File: config.mk
export PLATFORM = sky130hd
export DESIGN_NAME = shi_div
export DESIGN_NICKNAME = d
export VERILOG_FILES = /design/src/sv/shi_div.sv
export SDC_FILE = /design/constraint.sdc
export NUM_CORES = 1
export LEC_CHECK = 0
export BUFFER_PORTS_ARGS = -buffer_cell sky130_fd_sc_hd__buf_2
export CAP_MARGIN = 30
export CORE_ASPECT_RATIO = 0.75
export CORE_MARGIN = 1
export CORE_UTILIZATION = 50
export DETAILED_ROUTE_END_ITERATION = 10
export HOLD_SLACK_MARGIN = 0.06
export PLACE_DENSITY = 0.79
export SLEW_MARGIN = 20
export SYNTH_ARGS = -nofsm -noshare
export SYNTH_HDL_FRONTEND = slang
export SYNTH_SLANG_ARGS = --single-unit
File: constraint.sdc
create_clock -name clk -period 2.85 [get_ports clk]
set_input_delay 0.57 -clock clk [delete_from_list [all_inputs] [get_ports clk]]
set_output_delay 0.57 -clock clk [all_outputs]
set_load 0.03 [all_outputs]
File: src/sv/shi_div.sv
// iterative unsigned divider, one quotient bit per cycle
// depends on nothing; expects num_hi below den so the quotient fits 32 bits
module shi_div (
	input  logic        clk,
	input  logic        arst_n,
	input  logic        start,
	input  logic [31:0] num_hi,
	input  logic [31:0] num_lo,
	input  logic [31:0] den,
	output logic        done,
	output logic [31:0] quot
);
	logic [31:0] rem_q;
	logic [31:0] quo_q;
	logic [31:0] den_q;
	logic [4:0]  cnt_q;
	logic        busy_q;
	logic        done_q;
	logic [32:0] trial;
	logic        fits;

	// one restoring step
	assign trial = {rem_q, quo_q[31]};
	assign fits  = trial >= {1'b0, den_q};

	// control
	always_ff @(posedge clk or negedge arst_n) begin
		if (!arst_n) begin
			busy_q <= 1'b0;
			done_q <= 1'b0;
			cnt_q  <= '0;
		end else begin
			done_q <= 1'b0;
			if (start) begin
				busy_q <= 1'b1;
				cnt_q  <= '0;
			end else if (busy_q) begin
				cnt_q <= cnt_q + 5'd1;
				if (cnt_q == 5'd31) begin
					busy_q <= 1'b0;
					done_q <= 1'b1;
				end
			end
		end
	end

	// datapath
	always_ff @(posedge clk) begin
		if (start) begin
			rem_q <= num_hi;
			quo_q <= num_lo;
			den_q <= den;
		end else if (busy_q) begin
			rem_q <= fits ? 32'(trial - {1'b0, den_q}) : trial[31:0];
			quo_q <= {quo_q[30:0], fits};
		end
	end

	assign done = done_q;
	assign quot = quo_q;
endmodule

; After elaboration in Yosys (flattened, before gate mapping)
; Index checks and enable logic that the tools add are counted.
[word_totals]
output_inout_bits = 33
wordCells = 24
reg_bits = 103
inputBits = 99
[op_classes]
magnitude_cmp = 1
n_reduce_logical = 1
n_eq_ne = 1
n_mux = 13
n_addsub = 2
[ops]
columns = operator, n
row1 = 32-bit 2-to-1 mux, 5
row2 = 33-bit by 32-bit >= comparator with 1-bit output, 1
row3 = 32-bit subtractor, 1
row4 = 5-bit 2-to-1 mux, 2
row5 = 1-bit 2-to-1 mux, 6
row6 = "5-bit by 1-bit adder with 5-bit output, second input constant", 1
row7 = "5-bit equality test, second input constant", 1
row8 = 2-bit nonzero test, 1

; Longest topological paths before layout
; Gate-level depths: netlist of the first run.
[depth]
depth_word = 4
depth_mapped = 14
ltp_nobuf = 13

; Least setup slack after synthesis of the first run
; Ideal clock, no wire load.
[synth_timing]
kind = register -> register
from = register quo_q[31], in the netlist quot[31]
to = register rem_q[24] (data pin)
period_less_slack_ns = 2.998
path_stages_with_launch = 14
t_arrival_ns = 2.738
path_buffers = 0
setup_time_ns = 0.261
setup_slack_ns = -0.148
required_ns = 2.589
path_cell_list = edfxtp_1 -> inv_1 -> ha_1 -> inv_1 -> fa_1 -> a211oi_1 -> o21ai_0 -> a22oi_1 -> a21oi_1 -> a21oi_1 -> o21ai_0 -> xnor2_1 -> nor3_1 -> a221o_1
[synth_between]
elab_chain_cells = 4
elab_cells_between_ends = 5
cone_classes = 1 x add/sub / 1 x order compare / 3 x mux
[synth_rtl]
columns = item, line_no
row1 = "start, declared", 14  ; logic [31:0] quo_q;
row2 = "start signal, assigned", 51  ; quo_q <= num_lo;
row3 = "start signal, assigned", 55  ; quo_q <= {quo_q[30:0], fits};
row4 = 32-bit subtractor or 33-bit by 32-bit >= comparator with 1-bit output (tied branches), "54, 24"
row5 = 32-bit 2-to-1 mux (*), 54  ; rem_q <= fits ? 32'(trial - {1'b0, den_q}) : trial[31:0];
row6 = 32-bit 2-to-1 mux (*), 53  ; end else if (busy_q) begin
row7 = 32-bit 2-to-1 mux (*), 49  ; if (start) begin
row8 = "end signal, assigned", 50  ; rem_q <= num_hi;
row9 = "end signal, assigned", 54
row10 = "end, declared", 13  ; logic [31:0] rem_q;
; Every way passes the cells marked *; elsewhere a longest branch is shown, timed or not. The select of a mux whose other input is x is not followed.
; A chain may end at the register's enable or synchronous reset.

; Worst setup path after layout of the first run
[layout_timing]
from = register rem_q[2]
to = register rem_q[3] (data pin)
[layout_between]
elab_chain_cells = 4
elab_cells_between_ends = 5
cone_classes = 1 x add/sub / 1 x order compare / 3 x mux
[layout_rtl]
columns = item, line_no
row1 = 32-bit subtractor or 33-bit by 32-bit >= comparator with 1-bit output (tied branches), "54, 24"
row2 = 32-bit 2-to-1 mux (*), 54
row3 = 32-bit 2-to-1 mux (*), 53
row4 = 32-bit 2-to-1 mux (*), 49
; Marks and branches as above.

==> results.yml, run 1 <==
critical_path:
  cp.arrival_ps: 3030
  critical_path_class: "register to register"
  r2r_cells: 11
  cp-start-kind: "register"
  crit_fanout: 8
  worstSetupStartpoint: "rem_q[2]"
  cp.required_ps: 2980
  reg2reg_from: "rem_q[2]"
  crit_path_end_kind: "register"
global_routing:
  grt-ovfl-total: 0
  grt_max_degree: 47
  grt.total_usage: 0.240
  grt_pass1_wl_um: 23300
  grt_pass1_vias: 4842
  grt_antenna_before_repair: 0
placement:
  dp.cells: 846
  place_congestion: 0.952
  io_buffers: 131
  place_hpwl_um: 10800
detailed_routing:
  drt-initial-drc-count: 382
  drt.antenna.violating_nets: 0
  drc_errors: 0
  firstDrtPassIters: 5
  vias: 4872
  vias_per_cell: 5.50
  totalWireLength_um: 15300
  wl_per_cell_um: 17.2
run_status:
  violations: "setup timing"
  status: "finished, violations left"
timing:
  rsz0062_at_grt: "yes"
  worst_slack_ps: -55.6
  slew_headroom: 0.642
  hold_violations: 0
  hold_ws_ps: 383
  tightest_slew_ps: 530
  fin_setup_tns_ps: -117
  setup_viol: 6
  fmax_mhz: 344
  period_needed_ps: 2910
  slew_violations: 0
  finalClockSkew_ps: 15.1
  min_period_over_period: 1.02
logic_synthesis:
  syn_avg_cell_area_um2: 11.2
  ys.flop_type: "edfxtp_1"
  async_flop_share: 0.0680
  synth_cell_types: 57
  synth-edff-count: 96
  synth_top_area_frac: 0.474
  synth_warnings: 0
  synth_cells: 544
  ys_top_cells_by_area: "edfxtp_1 47%, ha_1 7.0%, mux2_2 5.9%"
  yosys.area.top_type: "edfxtp_1"
  synthesis.area_um2: 6080
  ys_seq_elements: 103
  synth_nets: 678
  ys_seq_area_frac: 0.503
  synth.most_common_cell: "edfxtp_1"
  ys_top_cells_by_count: "96 x edfxtp_1, 53 x nand2_1, 38 x inv_1, 36 x a21oi_1"
clock_network:
  cts-buffers-inserted: 9
  clk_path_buf_depth: 2
  cts.sinks: 103
  htree_levels: 3
  insertion_delay_ps: 360
  path_clk_slew_ps: 80
  clockRootBuffer: "clkbuf_16"
  cts_tree: "built"
final_layout:
  finalNetCount: 853
  drive_gt1_frac: 0.380
  final_cells: 886
  ff_latch_area_um2: 3060
  multi_input_area_um2: 2910
  fillers: 909
  syn2layout_area_growth_pct: 27.6
  num_antenna_cells: 0
hold_path:
  min_path_cells: 1
  hold_class: "input pin to register"
  hp-start: "den[3]"
die:
  die_y_um: 97.5
  initial_core_util: 0.518
  fp.dieW_um: 129
  boundaryPins: 132
  rows: 34
  die-area_um2: 12600
  coreArea_um2: 11700
power:
  p_per_area_nw_per_um2: 1050
  p_leak_nw: 3.46
  finalPower_w: 0.00814
  ir_worst_vdd_uv: 439
job:
  drv_cap: 0
==> per-stage QoR <==
step,setup WS [ps],utilization,area [um^2]
detailed placement,-109,0.605,7100
global placement,6.60,0.605,7100
CTS,-18.1,0.640,7520
finish,-55.6,0.661,7770
global route,-173,0.661,7770
floorplan,18.1,-,6100
==> layout by cell type, fill, tap and decap left out, drive strengths merged, types with 6 or more instances in the layout <==
| cell | count |
|---|---|
| buf | 185 |
| edfxtp | 96 |
| nand2 | 53 |
| inv | 41 |
| a21oi | 37 |
| o21ai | 36 |
| ha | 34 |
| mux2 | 32 |
| nor2 | 22 |
| mux2i | 21 |
| xor2 | 18 |
| a21o | 17 |
| xnor2 | 14 |
| clkbuf | 12 |
| nand3 | 8 |
| nand3b | 8 |
| nor3 | 8 |
| o211ai | 7 |
| nor2b | 7 |
| dfrtp | 7 |
| nand4 | 6 |
==> cell families (layout without fill, tap and decap cells) <==
kind of cell / Yosys count / in the layout / share of synthesized area
multiplexers: 53 / 53 / 0.0938
flip-flops: 103 / 103 / 0.503
AND/OR/NAND/NOR: 131 / 131 / 0.104
XOR/XNOR: 32 / 32 / 0.0461
buffers and inverters: 62 / 242 / 0.0432
AO/OA/AOI/OAI: 128 / 128 / 0.138
adder cells (fa/ha/maj): 35 / 35 / 0.0732
==> power breakdown <==
group / total [W] / internal (W) / switching, W
Combinational: 0.00462 / 0.00222 / 0.00240
Clock: 0.00121 / 0.000629 / 0.000581
Sequential: 0.00231 / 0.00209 / 0.000220
==> state kept, by name, indices dropped and copies added (netlist names) <==
signal	cells
quot	32
rem_q	32
busy_q	1
done	1
den_q	32
cnt_q	5
==> final cells by class <==
| type | instances | share of cell area |
|---|---|---|
| Clock inverter | 6 | 0.00644 |
| Tap cell | 162 | 0.0261 |
| Multi-Input combinational cell | 379 | 0.374 |
| Clock buffer | 10 | 0.0308 |
| Sequential cell | 103 | 0.394 |
| Timing Repair Buffer | 188 | 0.150 |
| Inverter | 38 | 0.0184 |
==> per-layer routing <==
| metal | part of all wire | global-route usage |
|---|---|---|
| met1 | 0.45 | 0.316 |
| met2 | 0.47 | 0.381 |
| met3 | 0.074 | 0.0666 |
| met4 | 0.013 | 0.0787 |
| met5 | 0 | 0 |
==> repair_timing <==
item / in CTS / in global routing
hold buffers: 1 / 0
setup endpoints to repair: 19 / 32
hold endpoints to repair: 7 / 0
gates resized for setup: 7 / 56
setup buffers: 13 / 8
pin swaps: 8 / 15
cloned: 0 / 2
==> worst max-delay path, stage by stage, from the launching register on <==
cell and delay (ps):
edfxtp_1 430, ha_2 410, o211ai_1 130, a21oi_2 200, o21ai_2 90, o21a_2 230
o21ai_4 160, a41o_4 230, o22ai_4 80, buf_12 170, clkbuf_16 160, o311ai_0 390
==> path summary, 6_finish.rpt <==
check	slack, ps	end
worst max-delay path	-60	rem_q[3]
worst min-delay path	380	den_q[3]
worst max register to register	-60	rem_q[3]
worst min register to register	580	cnt_q[1]
max in group asynchronous	2100	cnt_q[3]
min in group asynchronous	590	busy_q
(Power assumes the default switching activity.)
==> run 2, diff against run 1 <==
--- a/config.mk
+++ b/config.mk
@@ -13,6 +13,7 @@
 export DETAILED_ROUTE_END_ITERATION = 10
 export HOLD_SLACK_MARGIN = 0.06
 export PLACE_DENSITY = 0.79
+export RECOVER_POWER = 100
 export SLEW_MARGIN = 20
 export SYNTH_ARGS = -nofsm -noshare
 export SYNTH_HDL_FRONTEND = slang
==> run 2 against run 1 <==
Final cell count unchanged. The flow still finishes with violations (setup timing). First-iteration DRC count down 13%. Hold slack better by 2.4 ps. Maximum frequency up 1.1%. Sequential cell count unchanged. Critical path depth up 2.
==> results.yml, run 2 (synthesis results as in run 1) <==
run_status:
  status: "finished, violations left"
  violations: "setup timing"
final_layout:
  multi_input_area_um2: 2910
  syn2layout_area_growth_pct: 26.7
  mostFrequentLayoutCells: "96 x edfxtp_1, 96 x buf_2, 53 x nand2_1"
  num_antenna_cells: 0
  fillers: 929
  ff_latch_area_um2: 3060
  finalNetCount: 853
  final_core_util: 0.657
  drive_gt1_frac: 0.329
global_routing:
  grt_pass1_wl_um: 23300
  grt.total_usage: 0.240
  grt-ovfl-total: 0
  grt_antenna_before_repair: 0
  grt_max_degree: 47
  grt_pass1_vias: 4842
timing:
  slew_headroom: 0.348
  slew_violations: 0
  hold_violations: 0
  finalClockSkew_ps: 14.7
  period_needed_ps: 2870
  min_period_over_period: 1.01
  worst_slack_ps: -23.2
  rsz0062_at_grt: "yes"
  hold_ws_ps: 385
  setup_viol: 5
  tightest_slew_ps: 979
  fmax_mhz: 348
placement:
  place_congestion: 0.952
  io_buffers: 131
  place_hpwl_um: 10800
clock_network:
  clk_path_buf_depth: 2
  cts.sinks: 103
  htree_levels: 3
  cts_tree: "built"
  clockRootBuffer: "clkbuf_16"
  insertion_delay_ps: 360
  cts-buffers-inserted: 9
  path_clk_slew_ps: 80
power:
  p_leak_nw: 3.36
  power.internal_w: 0.00492
  p_switching_w: 0.00321
  sw_frac_of_total: 0.394
  seqPwrFrac: 0.285
  combinationalPowerShare: 0.566
  pwr-share-clk: 0.149
  ir_worst_vdd_uv: 438
  p_per_area_nw_per_um2: 1050
detailed_routing:
  top_layer_used: "met4"
  totalWireLength_um: 15300
  vias: 4904
  drt.antenna.violating_nets: 0
  wl_met2_um: 7120
  wl_per_cell_um: 17.2
  drt-initial-drc-count: 332
  firstDrtPassIters: 5
  drc_errors: 0
  wl_met1_um: 6770
  met3_length_um: 1210
  vias_per_cell: 5.53
hold_path:
  hold_class: "input pin to register"
  hp-start: "den[3]"
critical_path:
  cp.arrival_ps: 2980
  critical_path_class: "register to register"
  cp.required_ps: 2960
  crit_path_end_kind: "register"
  crit_fanout: 8
  worstSetupStartpoint: "den_q[4]"
  reg2reg_from: "den_q[4]"
  cp-start-kind: "register"
die:
  boundaryPins: 132
  die_y_um: 97.5
  fp.dieW_um: 129
  rows: 34
  die-area_um2: 12600
  coreArea_um2: 11700
  initial_core_util: 0.518
job:
  drv_cap: 0
run 2: per-stage QoR:
stage / setup WS, ps / total power [W] / TNS, ps / cells / instance area (um^2)
2_1_floorplan: 18.1 / 0.00508 / 0 / 544 / 6100
3_3_place_gp: 6.60 / 0.00602 / 0 / 846 / 7100
3_5_place_dp: -109 / 0.00614 / -910 / 846 / 7100
4_1_cts: -18.1 / 0.00748 / -66.7 / 876 / 7520
5_1_grt: -173 / 0.00859 / -1690 / 886 / 7710
6_report: -23.2 / 0.00813 / -50.6 / 886 / 7710
run 2: worst paths after layout:
path                       cells past startpoint        to  slack [ps]
min in group asynchronous                      2    busy_q         650
hold / removal                                 1  den_q[3]         390
setup reg to reg                              13  rem_q[0]         -20
max in group asynchronous                      2  cnt_q[3]        1910
setup / recovery                              13  rem_q[0]         -20
hold reg to reg                                2  cnt_q[1]         580
run 2: cell type report:
class,instances,area share
Sequential cell,103,0.397
Multi-Input combinational cell,379,0.377
Timing Repair Buffer,188,0.144
Clock buffer,10,0.0310
Tap cell,162,0.0263
Inverter,38,0.0185
Clock inverter,6,0.00649
run 2: worst max-delay path, cell delays in order (launching register included):
cell,delay (ps)
edfxtp_1,390
inv_1,80
ha_1,240
a21o_1,180
or3_4,320
o21ai_2,140
o21a_2,180
o21ai_4,70
a41o_4,240
o22ai_4,160
buf_12,170
buf_12,140
mux2i_1,70
mux2_2,250
run 2: layer usage:
| layer | vias up | global-route usage |
|---|---|---|
| met3 | 17 | 0.0666 |
| met2 | 222 | 0.381 |
| met1 | 2315 | 0.316 |
| met5 | - | 0 |
| li1 | 2350 | - |
| met4 | 0 | 0.0787 |
run 2: power by group through the flow:
| stage | combinational, W | clock [W] | sequential [W] |
|---|---|---|---|
| after detailed placement | 0.00382 | 0 | 0.00232 |
| final | 0.00460 | 0.00121 | 0.00231 |
| after global routing | 0.00495 | 0.00129 | 0.00235 |
| after CTS | 0.00395 | 0.00123 | 0.00230 |
| after floorplan | 0.00271 | 0 | 0.00237 |
| after global placement | 0.00371 | 0 | 0.00231 |
run 2: timing repair:
action | CTS | global route
resized for setup | 7 | 56
setup endpoints to repair | 19 | 32
cloned | 0 | 2
hold buffers | 1 | 0
buffers inserted | 13 | 8
pin swaps | 8 | 15
hold endpoints to repair | 7 | 0
